**src/spom_pkg.sv**
```systemverilog
`timescale 1ns / 1ps
// ----------------------------------------------------------------------------
// spom_pkg
// Shared types and constants of the spiral order matrix reader.
// ----------------------------------------------------------------------------
package spom_pkg;

	// Default matrix size limits, used by the top level parameters.
	localparam int MAX_ROWS_DEF = 32;
	localparam int MAX_COLS_DEF = 32;

	// Dimension registers are six bits wide, so no more than 63 rows or columns.
	localparam int DIM_W   = 6;
	localparam int DIM_MAX = 63;

	// Element counters cover up to 63 * 63 elements.
	localparam int CNT_W = 12;

	localparam int DATA_W    = 32;
	localparam int STATUS_W  = 2;
	localparam int CFG_IDX_W = 4;

	// Configuration register indexes.
	localparam logic [CFG_IDX_W-1:0] CFG_ROW_COUNT = 4'd0;
	localparam logic [CFG_IDX_W-1:0] CFG_COL_COUNT = 4'd1;

	// Item operations.
	localparam logic OP_LOAD    = 1'b0;
	localparam logic OP_REQUEST = 1'b1;

	// Result status codes.
	localparam logic [STATUS_W-1:0] ST_OK        = 2'd0;
	localparam logic [STATUS_W-1:0] ST_NOT_READY = 2'd1;
	localparam logic [STATUS_W-1:0] ST_FINISHED  = 2'd2;

	// Direction of travel along the spiral.
	typedef enum logic [3:0] {
		HEAD_RIGHT = 4'b0001,
		HEAD_DOWN  = 4'b0010,
		HEAD_LEFT  = 4'b0100,
		HEAD_UP    = 4'b1000
	} heading_t;

	// Response of a request item, given in the cycle after it is accepted.
	typedef struct packed {
		logic                valid;
		logic [STATUS_W-1:0] status;
		logic                last;
	} rsp_t;

endpackage

```
**src/spom_ctrl.sv**
```systemverilog
`timescale 1ns / 1ps
// ----------------------------------------------------------------------------
// spom_ctrl
// Load position, spiral cursor with its four bounds, and response decision.
// ----------------------------------------------------------------------------
module spom_ctrl import spom_pkg::*; #(
	parameter int MAX_ROWS = MAX_ROWS_DEF,
	parameter int MAX_COLS = MAX_COLS_DEF,
	parameter int AW       = 10
) (
	input  logic                 clk,
	input  logic                 arst_n,
	input  logic                 item_acc,
	input  logic                 op,
	input  logic [DATA_W-1:0]    value,
	input  logic                 cfg_we,
	input  logic [CFG_IDX_W-1:0] cfg_index,
	input  logic [DIM_W-1:0]     cfg_data,
	output logic                 wr_en,
	output logic [AW-1:0]        wr_addr,
	output logic [DATA_W-1:0]    wr_data,
	output logic                 rd_en,
	output logic [AW-1:0]        rd_addr,
	output rsp_t                 rsp_s1
);

	localparam int RW      = (MAX_ROWS > 1) ? $clog2(MAX_ROWS) : 1;
	localparam int CW      = (MAX_COLS > 1) ? $clog2(MAX_COLS) : 1;
	localparam int ROW_LIM = (MAX_ROWS < DIM_MAX) ? MAX_ROWS : DIM_MAX;
	localparam int COL_LIM = (MAX_COLS < DIM_MAX) ? MAX_COLS : DIM_MAX;

	logic [DIM_W-1:0] row_count_q, col_count_q;
	logic [DIM_W-1:0] rows_used, cols_used;
	logic [CNT_W-1:0] total;

	logic             full_q;
	logic [RW-1:0]    load_row_q, load_row;
	logic [CW-1:0]    load_col_q, load_col;
	logic [RW-1:0]    row_last;
	logic [CW-1:0]    col_last;

	logic [CNT_W-1:0] emit_count_q;
	logic [RW-1:0]    top_q, bottom_q, cur_row_q;
	logic [CW-1:0]    left_q, right_q, cur_col_q;
	heading_t         heading_q;

	logic             do_load, do_req, emit_ok, load_end;

	// Dimensions outside the supported range are used as the nearest legal value.
	always_comb begin
		if (row_count_q == '0) begin
			rows_used = DIM_W'(1);
		end else if (row_count_q > DIM_W'(ROW_LIM)) begin
			rows_used = DIM_W'(ROW_LIM);
		end else begin
			rows_used = row_count_q;
		end
		if (col_count_q == '0) begin
			cols_used = DIM_W'(1);
		end else if (col_count_q > DIM_W'(COL_LIM)) begin
			cols_used = DIM_W'(COL_LIM);
		end else begin
			cols_used = col_count_q;
		end
	end

	assign total    = CNT_W'(rows_used) * CNT_W'(cols_used);
	assign row_last = RW'(rows_used - DIM_W'(1));
	assign col_last = CW'(cols_used - DIM_W'(1));

	// A load on a full matrix starts a new one at the top-left corner.
	assign load_row = full_q ? '0 : load_row_q;
	assign load_col = full_q ? '0 : load_col_q;
	assign load_end = (load_row == row_last) && (load_col == col_last);

	assign do_load = item_acc && (op == OP_LOAD);
	assign do_req  = item_acc && (op == OP_REQUEST);
	assign emit_ok = do_req && full_q && (emit_count_q != total);

	assign wr_en   = do_load;
	assign wr_addr = AW'(load_row) * AW'(MAX_COLS) + AW'(load_col);
	assign wr_data = value;
	assign rd_en   = emit_ok;
	assign rd_addr = AW'(cur_row_q) * AW'(MAX_COLS) + AW'(cur_col_q);

	always_ff @(posedge clk or negedge arst_n) begin
		if (!arst_n) begin
			row_count_q  <= DIM_W'(1);
			col_count_q  <= DIM_W'(1);
			full_q       <= 1'b0;
			load_row_q   <= '0;
			load_col_q   <= '0;
			emit_count_q <= '0;
			top_q        <= '0;
			bottom_q     <= '0;
			left_q       <= '0;
			right_q      <= '0;
			cur_row_q    <= '0;
			cur_col_q    <= '0;
			heading_q    <= HEAD_RIGHT;
			rsp_s1       <= '0;
		end else begin
			rsp_s1.valid <= do_req;
			if (do_req) begin
				if (!full_q) begin
					rsp_s1.status <= ST_NOT_READY;
					rsp_s1.last   <= 1'b0;
				end else if (!emit_ok) begin
					rsp_s1.status <= ST_FINISHED;
					rsp_s1.last   <= 1'b0;
				end else begin
					rsp_s1.status <= ST_OK;
					rsp_s1.last   <= (emit_count_q + CNT_W'(1)) == total;
				end
			end

			if (cfg_we) begin
				if (cfg_index == CFG_ROW_COUNT || cfg_index == CFG_COL_COUNT) begin
					if (cfg_index == CFG_ROW_COUNT) begin
						row_count_q <= cfg_data;
					end else begin
						col_count_q <= cfg_data;
					end
					full_q       <= 1'b0;
					load_row_q   <= '0;
					load_col_q   <= '0;
					emit_count_q <= '0;
				end
			end else if (do_load) begin
				if (load_col == col_last) begin
					load_col_q <= '0;
					load_row_q <= load_row + RW'(1);
				end else begin
					load_col_q <= load_col + CW'(1);
					load_row_q <= load_row;
				end
				full_q <= load_end;
				if (load_end) begin
					top_q        <= '0;
					bottom_q     <= row_last;
					left_q       <= '0;
					right_q      <= col_last;
					cur_row_q    <= '0;
					cur_col_q    <= '0;
					heading_q    <= HEAD_RIGHT;
					emit_count_q <= '0;
				end
			end else if (emit_ok) begin
				emit_count_q <= emit_count_q + CNT_W'(1);
				// At an edge of the open region, turn clockwise and shrink the
				// bound just finished.
				case (heading_q)
					HEAD_RIGHT: begin
						if (cur_col_q < right_q) begin
							cur_col_q <= cur_col_q + CW'(1);
						end else begin
							top_q     <= top_q + RW'(1);
							heading_q <= HEAD_DOWN;
							cur_row_q <= cur_row_q + RW'(1);
						end
					end
					HEAD_DOWN: begin
						if (cur_row_q < bottom_q) begin
							cur_row_q <= cur_row_q + RW'(1);
						end else begin
							right_q   <= right_q - CW'(1);
							heading_q <= HEAD_LEFT;
							cur_col_q <= cur_col_q - CW'(1);
						end
					end
					HEAD_LEFT: begin
						if (cur_col_q > left_q) begin
							cur_col_q <= cur_col_q - CW'(1);
						end else begin
							bottom_q  <= bottom_q - RW'(1);
							heading_q <= HEAD_UP;
							cur_row_q <= cur_row_q - RW'(1);
						end
					end
					default: begin
						if (cur_row_q > top_q) begin
							cur_row_q <= cur_row_q - RW'(1);
						end else begin
							left_q    <= left_q + CW'(1);
							heading_q <= HEAD_RIGHT;
							cur_col_q <= cur_col_q + CW'(1);
						end
					end
				endcase
			end
		end
	end

`ifndef SYNTH
	a_rsp_follows_req: assert property (@(posedge clk) disable iff (!arst_n)
		do_req |=> rsp_s1.valid)
		else $error("request item produced no response");

	a_last_is_ok: assert property (@(posedge clk) disable iff (!arst_n)
		(rsp_s1.valid && rsp_s1.last) |-> (rsp_s1.status == ST_OK))
		else $error("last flag on a response without an element");

	a_emit_bounded: assert property (@(posedge clk) disable iff (!arst_n)
		emit_count_q <= total)
		else $error("more elements emitted than the matrix holds");

	a_ok_needs_full: assert property (@(posedge clk) disable iff (!arst_n)
		rd_en |-> full_q)
		else $error("store read before the matrix was fully loaded");
`endif

endmodule

```
**config.mk**
```make
export PLATFORM = sky130hd
export DESIGN_NAME = spom_ctrl
export DESIGN_NICKNAME = d
export VERILOG_FILES = /design/src/spom_pkg.sv /design/src/spom_ctrl.sv
export SDC_FILE = /design/constraint.sdc
export NUM_CORES = 1
export LEC_CHECK = 0
export ABC_AREA = 1
export BUFFER_PORTS_ARGS = -buffer_cell sky130_fd_sc_hd__buf_4
export CORE_ASPECT_RATIO = 0.7
export CORE_MARGIN = 1
export CORE_UTILIZATION = 45
export DETAILED_ROUTE_END_ITERATION = 7
export GPL_TIMING_DRIVEN = 0
export PLACE_DENSITY = 0.77
export SYNTH_ARGS = -nofsm -noshare
export SYNTH_HDL_FRONTEND = slang
export SYNTH_SLANG_ARGS = --single-unit
```
**constraint.sdc**
```tcl
create_clock -name clk -period 5.4 [get_ports clk]
set_input_delay 0.81 -clock clk [delete_from_list [all_inputs] [get_ports clk]]
set_output_delay 0.81 -clock clk [all_outputs]
set_load 0.03 [all_outputs]
```
# Yosys cells after proc, flatten, opt, wreduce, memory -nomap -nowiden
# Index checks and enable logic that the tools add are counted.
dict set report word_totals {
  out_inout_bits 58
  inputBits 47
  reg_bits 73
}
dict set report classes {
  n_lt_le_gt_ge 6
  n_eq_ne 23
  n_mul 1
  n_addsub 15
  reduce_logical 28
  bitwise 3
  muxes 64
}
# op n
set op_table {}
lappend op_table {{2-to-1 mux 5 bit} 40}
lappend op_table {{2-to-1 mux 12 bit} 5}
lappend op_table {{adder 5 x 1 -> 5 bit (second input constant)} 6}
lappend op_table {{one-hot mux 5 bit (3 select lines)} 2}
lappend op_table {{subtractor 5 x 1 -> 5 bit (second input constant)} 6}
lappend op_table {{2-to-1 mux 4 bit} 7}
lappend op_table {{2-to-1 mux 6 bit} 4}
lappend op_table {{AND reduction 7 bit} 3}
lappend op_table {{adder 10 x 5 -> 10 bit} 2}
lappend op_table {{AND reduction 5 bit} 4}
lappend op_table {{!= test 3 bit (second input constant)} 6}
lappend op_table {{adder 12 x 1 -> 12 bit (second input constant)} 1}
lappend op_table {{== test 12 bit} 1}
lappend op_table {{greater-than comparator 6 bit (second input constant)} 2}
lappend op_table {{zero test 6 bit} 2}
lappend op_table {{multiplier 6 x 6 -> 12 bit} 1}
lappend op_table {{!= test 12 bit} 1}
lappend op_table {{one-hot mux 4 bit (3 select lines)} 1}
lappend op_table {{== test 5 bit} 2}
lappend op_table {{greater-than comparator 5 bit} 2}
lappend op_table {{< comparator 5 bit} 2}
lappend op_table {{nonzero test 2 bit} 5}
lappend op_table {{AND reduction 3 bit} 3}
lappend op_table {{== test 4 x 1 -> 1 bit (second input constant)} 2}
lappend op_table {{other kinds (16)} 30}

# Longest topological paths before layout
# Gate-level depths: netlist of the first run.
dict set report depth {
  depth_word 9
  depth_mapped 31
  mapped_depth_nobuf 30
}

# Worst setup path after synthesis of the first run
# OpenSTA, ideal clock, no wires.
dict set report synth_timing {
  path_kind {register to output}
  start {register row_count_q[2]}
  end {output rd_en}
  arrival_ns 3.953
  n_path_buf 1
  path_stages_with_launch 25
  slack_ns 0.637
  required_ns 4.590
  cell_sequence {dfrtp_1 nor2_2 nand3_2 nand2_1 nand2_1 inv_1 nand2_1 fa_1 fa_1 fa_1 inv_1 ha_1 buf_4 nand2_1 nand2_1 inv_1 nand2_1 xor2_1 inv_1 nand2_1 nand3_1 nor2_1 nand3_1 nand2_1 inv_1}
}
dict set report synth_via {
  elab_chain_len 6
}
# element line
set synth_lines {}
lappend synth_lines {{start, declared} spom_ctrl.sv:32} ;# logic [DIM_W-1:0] row_count_q, col_count_q;
lappend synth_lines {{start signal, assigned} spom_ctrl.sv:120} ;# row_count_q <= cfg_data;
lappend synth_lines {{greater-than comparator 6 bit} spom_ctrl.sv:53} ;# end else if (row_count_q > DIM_W'(ROW_LIM)) begin
lappend synth_lines {{2-to-1 mux 6 bit} spom_ctrl.sv:53}
lappend synth_lines {{2-to-1 mux 6 bit (*)} spom_ctrl.sv:51} ;# if (row_count_q == '0) begin
lappend synth_lines {{multiplier 6 x 6 -> 12 bit (*)} spom_ctrl.sv:67} ;# assign total = CNT_W'(rows_used) * CNT_W'(cols_used);
lappend synth_lines {{!= test 12 bit (*)} spom_ctrl.sv:78} ;# assign emit_ok = do_req && full_q && (emit_count_q != total);
lappend synth_lines {{logical AND 1 bit (*)} spom_ctrl.sv:78}
lappend synth_lines {{end, declared} spom_ctrl.sv:22} ;# output logic rd_en,
# Every way passes the cells marked *; elsewhere a longest branch is shown, timed or not.

# Final worst setup path of the first run
# Ends and elaborated chain as after synthesis.

==> qor.yml, run 1 <==
grt_overflow: 0
hold_viol: 0
hold_path_end: "right_q[4]$_DFFE_PN0P_"
dp_slack_ps: 113.8
rr_startpoint: "row_count_q[2]$_DFFE_PN0P_"
synth_fa_ha_area_share_pct: 15.12
leakage_uw: 0.004170
setup_viol: 0
worstMarginPinSlew_ps: 1177
antenna_found_initial: 0
synth_edf_count: 0
drv_slew: 0
cts_inserted_buffers: 9
io_pins: 105
ys_async_sr_fraction_pct: 100.0
finalCritPeriodShare_pct: 97.90
fillers: 1348
synth_xor_area_share_pct: 3.983
drc: 0
cts.sinks: 73
clkTransAtPathRegs_ps: 70
fmax_mhz: 189.2
post-dp-hpwl_um: 12510
seqPwrFrac_pct: 23.7
cts_tree: "built"
ys.flop_type: "dfrtp_1"
portBuffers: 72
synth-seq-cells: 73
syn_avg_cell_area_um2: 7.290
power.share.clock_pct: 24.1
r2r_cells: 26
gp_congestion: 0.8740
endpoint_kind: "output port"
synthMuxAreaShare_pct: 0.4956
yosysTopAreaCell: "dfrtp_1"
maxCapViolations: 0
start_kind: "register"
vias_per_cell: 5.047
vias: 6228
nets: 1152
hp-start: "right_q[4]$_DFFE_PN0P_"
startpoint: "row_count_q[2]$_DFFE_PN0P_"
netlist_instances: 935
initial_core_util_pct: 46.30
grt_pass1_wl_um: 27020
mostFrequentLayoutCell: "nand2_1"
final_core_utilization_pct: 56.03
totalWireLength_um: 16630
grt_pass1_vias: 5609
place_area_um2: 7601
design_area_um2: 8248
die_area_um2: 15650
track_usage_pct: 21.56
cts_root_buffer: "clkbuf_16"
min_path_cells: 2
ir_worst_vdd_mv: 0.1696
hold_buffers: 0
clock_latency_ps: 330
fin_ws_ps: 113.6
worstPathRequired_ps: 4590
rr_endpoint: "emit_count_q[11]$_DFFE_PN0P_"
swShare_pct: 42.71
synth_top_family_by_area: "simple AND/OR/NAND/NOR gates"
layout.cells.non_filler: 1234
hold_class: "register to register"
critPathMaxFanout: 5
syn_to_final_growth_pct: 21.00
final.min_clock_period_ps: 5286
synth_area_leaders: "dfrtp_1 (26%), nand2_1 (13%), ha_1 (9.5%), inv_1 (7.6%), fa_1 (5.6%)"
pwr-share-comb_pct: 52.2
grt_max_degree: 74
yosys.area_share.simple_pct: 29.17
die_w_um: 149.1
final_cell_mix: "nand2_1 (229), inv_1 (131), buf_4 (123)"
switching_power_uw: 1260
synth_area_um2: 6817
status: "finished, final reports clean"
max_slew_margin_pct: 20.78
drive_above_1_share_pct: 25.99
powerDensity_nw_per_um2: 357.7
r2r_slack_ps: 510
internal-power_uw: 1690
syn_nets: 1053
synth_top_area_share_pct: 25.70
arrival_ps: 4480
fp-row-count: 37
core-area_um2: 14720
ys_types: 46
crit_type: "register to output port"
htree_levels: 3
placed_cells: 1202
fin_hold_ws_ps: 473.2
ys_seq_area_share_pct: 26.85
wl_per_cell_um: 13.47
dr.pass1.iters: 5
ys_warn_count: 0
diodes: 0
dieHeight_um: 105.0
drt_iter0_drc: 462
skew_ps: 13.02
cts_max_path_buffers: 2
synth_compound_area_share_pct: 11.53
ant_nets: 0
==> logic make-up after synthesis <==
family                   count (synthesis)
AO/OA/AOI/OAI                          125
XOR/XNOR                                31
adder cells (fa/ha/maj)                 71
flip-flops                              73
AND/OR/NAND/NOR                        441
multiplexers                             3
buffers and inverters                  191
==> power groups by stage <==
stage	combinational (uW)	sequential, uW	clock (uW)
2_1_floorplan	1020	712	0
3_3_place_gp	1320	705	0
3_5_place_dp	1350	704	0
4_1_cts	1420	696	719
5_1_grt	1720	709	741
6_report	1540	699	712
==> per-layer routing <==
metal  vias to the layer above  track usage (%)  wire, um
met3                        11            5.371      1301
met2                       210            30.93      6957
met1                      2852            32.65      8282
li1                       3155                -         -
met5                         -                0         0
met4                         0            3.426        86
==> cell type report <==
cell class / instances / area (um^2) / share of cell area [%]
buffer: 45 / 321.6 / 3.899
inverter: 145 / 551.8 / 6.690
timing repair buffer: 89 / 675.6 / 8.192
clock inverter: 5 / 102.6 / 1.244
clock buffer: 11 / 242.7 / 2.943
multi-input combinational: 671 / 4277 / 51.85
tap: 195 / 244.0 / 2.958
sequential: 73 / 1833 / 22.22
==> synthesized netlist by cell type, types with 2 or more instances <==
cell type	number
nand2_1	243
inv_1	138
dfrtp_1	70
nor2_1	67
nand3_1	65
ha_1	52
o21ai_0	47
buf_4	37
o21ai_2	26
xor2_1	22
a21oi_1	20
fa_1	19
nand2_2	18
nand4_1	14
o21ai_1	14
xnor2_1	9
clkbuf_1	7
or2_2	7
nor3_1	6
inv_2	5
nor2_2	5
nand2_4	4
o32ai_1	4
dfstp_2	3
mux2_2	3
nand2_8	3
o221ai_1	3
o31ai_1	3
a31oi_1	2
nand3_2	2
nand3b_1	2
==> worst max-delay path by stage <==
stage / slack (ps) / to / cells after the start
global route: -50 / rd_en / 25
CTS: 6 / rd_en / 25
finish: 110 / rd_en / 23
floorplan: 640 / rd_en / 24
global placement: 140 / rd_en / 24
detailed placement: 110 / rd_en / 24
==> sequential cells by signal, summed over array words and instances (netlist names), 5 cells and up <==
register / flops
bottom_q: 5
col_count_q: 6
cur_col_q: 5
cur_row_q: 5
emit_count_q: 12
left_q: 5
load_col_q: 5
load_row_q: 5
right_q: 5
row_count_q: 6
top_q: 5
==> worst max-delay path, stage by stage (launching register included) <==
cell	delay, ps
dfrtp_1	390
nor2_2	160
nand3_2	130
a21oi_4	180
buf_6	130
inv_1	50
nor2_2	120
fa_1	400
inv_1	90
fa_2	450
fa_1	550
inv_2	50
ha_4	290
nand3_1	110
nand2_2	120
xor2_2	190
inv_2	60
nand2_1	60
nand3_1	80
nor2_2	130
nand3_2	120
nand2_2	100
inv_2	40
buf_6	120
==> repair_timing <==
| item | in CTS | in global routing |
|---|---|---|
| pin swaps | 5 | 28 |
| setup buffers | 9 | 8 |
| gates cloned | 0 | 0 |
| gates resized for setup | 12 | 43 |
| setup endpoints to repair | 1 | 1 |
| endpoints found under the hold margin | 0 | 0 |
==> metrics by stage <==
stage / total power (uW) / TNS (ps)
after CTS: 2836 / 0
after detailed placement: 2051 / 0
after global routing: 3173 / -48.14
final: 2950 / 0
after global placement: 2024 / 0
after floorplan: 1733 / 0
No activity file was read; power rests on OpenSTA's default activity.
==> run 2, diff against run 1 <==
Settings changed: CELL_PAD_IN_SITES_DETAIL_PLACEMENT set to 2, CELL_PAD_IN_SITES_GLOBAL_PLACEMENT set to 2, CORE_UTILIZATION 45 to 33, PLACE_DENSITY 0.77 to 0.92.
==> run 2 against run 1 <==
Net effect: cell count up 8.3%; clock power down 6.7%; global-route usage up 6.4 points; the flow now finishes with violations (max-capacitance violations, max-slew violations, negative setup slack); sequential share of layout area down 1.4 points; critical path type unchanged; first-iteration DRC count down 13%; final area up 6.9%; power up 20%.
==> qor.yml, run 2 (synthesis results as in run 1) <==
status: "finished with violations"
violations: "max-capacitance violations, max-slew violations, negative setup slack"
die_area_um2: 21240  # +36%
arrival_ps: 4720  # +240 ps
drc: 0  # unchanged
reg_top3: "emit_count_q (12), col_count_q (6), row_count_q (6)"
fin_hold_ws_ps: 490.3  # +17.11 ps
largest_register_ffs: 12  # unchanged
setup_viol: 2  # +2
cts_root_buffer: "clkbuf_16"
core-area_um2: 20010  # +36%
gp_congestion: 0.7911  # -9.5%
ant_nets: 0  # unchanged
powerDensity_nw_per_um2: 402.1  # +12%
initial_core_util_pct: 34.06  # -12 points
hold_viol: 0  # unchanged
max_slew_margin_pct: -10.21  # -31 points
crit_type: "register to output port"
worstPathRequired_ps: 4590  # about the same
cts_max_path_buffers: 2  # unchanged
fin_ws_ps: -130.8  # -244.5 ps
grt_pass1_wl_um: 45320  # +68%
leakage_uw: 0.004352  # +4.4%
fillers: 2322  # +72%
die_w_um: 173.8  # +17%
vias: 7124  # +14%
wl_per_cell_um: 23.01  # +71%
vias_per_cell: 5.328  # +5.6%
hold_buffers: 0  # unchanged
slowest_stage: "fa_1"
skew_ps: 14.26  # +1.238 ps
crit_top_cell: "nand2_2"
endpoint_kind: "output port"
nets: 1180  # +2.4%
grt_pass1_vias: 7839  # +40%
p_total_uw: 3546  # +20%
clkTransAtPathRegs_ps: 70  # about the same
cts_tree: "built"
maxCapViolations: 1  # +1
syn_to_final_growth_pct: 29.39
cts_inserted_buffers: 9  # unchanged
dieHeight_um: 122.2  # +16%
dr.pass1.iters: 4  # -1
antenna_found_initial: 1  # +1
portBuffers: 72  # unchanged
rsz0062_at_grt: "yes"
drive_above_1_share_pct: 31.77  # +5.8 points
htree_levels: 3  # unchanged
final.min_clock_period_ps: 5531  # +244.5 ps
grt_max_degree: 74  # unchanged
hold_class: "register to register"
start_kind: "register"
crit_chain: "nor2_4, nand3_4, a21oi_4, buf_4, nand2_2, fa_1, inv_1, fa_1, fa_1, ha_4, nand2_1, nand2_1, a21oi_2, nand2_2, nand2_2, nand2_2, nand2_1, nand2_2, nor2_4, nand3_4, nand2_4, inv_2, buf_6"
final_core_utilization_pct: 44.07  # -12 points
finalCritPeriodShare_pct: 102.4  # +4.5 points
cts.sinks: 73  # unchanged
drv_slew: 3  # +3
fp-row-count: 43  # +16%
fmax_mhz: 180.8  # -4.4%
ir_worst_vdd_mv: 0.1348  # -21%
post-dp-hpwl_um: 19120  # +53%
critPathMaxFanout: 5  # unchanged
totalWireLength_um: 30770  # +85%
drt_iter0_drc: 401  # -13%
track_usage_pct: 27.97  # +6.4 points
final_cell_mix: "nand2_1 (212), buf_4 (147), inv_1 (125)"
grt_overflow: 0  # unchanged
diodes: 0  # unchanged
top_register: "emit_count_q"
worst_path_largest_cell_delay_ps: 550  # about the same
clock_latency_ps: 360  # +30 ps
worstMarginPinSlew_ps: 1638  # +460.7 ps
io_pins: 105  # unchanged
mostFrequentLayoutCell: "nand2_1"
==> run 2: cell count changes in the layout (fill, tap and decap cells not counted), moves of 6 or more <==
cell,previous run,this run
nand2_4,5,11
buf_4,123,147
nor2_4,3,9
nand2_2,31,42
inv_1,131,125
nand3_1,60,53
nand2_1,229,212
==> run 2: where the power goes <==
part / switching [uW] / total (uW) / internal (uW)
Combinational: 1350 / 2170 / 820
Sequential: 92.5 / 712 / 620
Clock: 288 / 664 / 376
Total: 1730 / 3550 / 1820
==> run 2: cell type report <==
class | instances | area [um^2] | area share [%]
buffer | 45 | 321.6 | 3.646
clock buffer | 10 | 239.0 | 2.710
clock inverter | 6 | 72.57 | 0.8228
inverter | 145 | 559.3 | 6.341
multi-input combinational | 671 | 4546 | 51.54
sequential | 73 | 1834 | 20.80
tap | 270 | 337.8 | 3.830
timing repair buffer | 117 | 909.6 | 10.31
==> run 2: worst paths after layout <==
check | end | depth (start not counted) | slack, ps | start
setup reg to reg | rsp_s1[0]$_DFFE_PN0P_ | 32 | -110 | row_count_q[0]$_DFFE_PN1P_
hold reg to reg | bottom_q[0]$_DFFE_PN0P_ | 2 | 490 | bottom_q[0]$_DFFE_PN0P_
min in group asynchronous | load_col_q[0]$_DFFE_PN0P_ | 1 | 620 | arst_n
max in group asynchronous | row_count_q[1]$_DFFE_PN0P_ | 1 | 4060 | arst_n
setup / recovery | rd_en | 23 | -130 | row_count_q[1]$_DFFE_PN0P_
hold / removal | bottom_q[0]$_DFFE_PN0P_ | 2 | 490 | bottom_q[0]$_DFFE_PN0P_
==> run 2: metal layers <==
metal	vias up	global-route usage [%]	routed length [um]
li1	3196	-	-
met1	3641	34.78	13200
met2	221	48.83	15430
met3	66	5.143	1275
met4	0	9.978	863
met5	-	0	0
==> run 2: metrics by stage <==
step | setup WS, ps | cells | TNS (ps) | cell area [um^2]
floorplan | 637.4 | 935 | 0 | 6817
global placement | 61.90 | 1277 | 0 | 7695
detailed placement | -150.1 | 1277 | -150.1 | 7695
CTS | -6.769 | 1322 | -6.769 | 8459
global route | -286.0 | 1337 | -551.6 | 8820
finish | -130.8 | 1337 | -236.1 | 8820
==> run 2: repair_timing <==
action                     CTS  global route
setup endpoints to repair   11             2
cloned                       0             0
buffers inserted            29            16
pin swaps                   30            46
resized for setup           67            58
==> run 2: critical path: cells and delay by family, from the launching register on <==
kind	cells	cell delay, ps
fa+ha+maj	4	1830
simple gates	13	1260
flops	1	450
buf+inv	4	370
compound gates	2	430
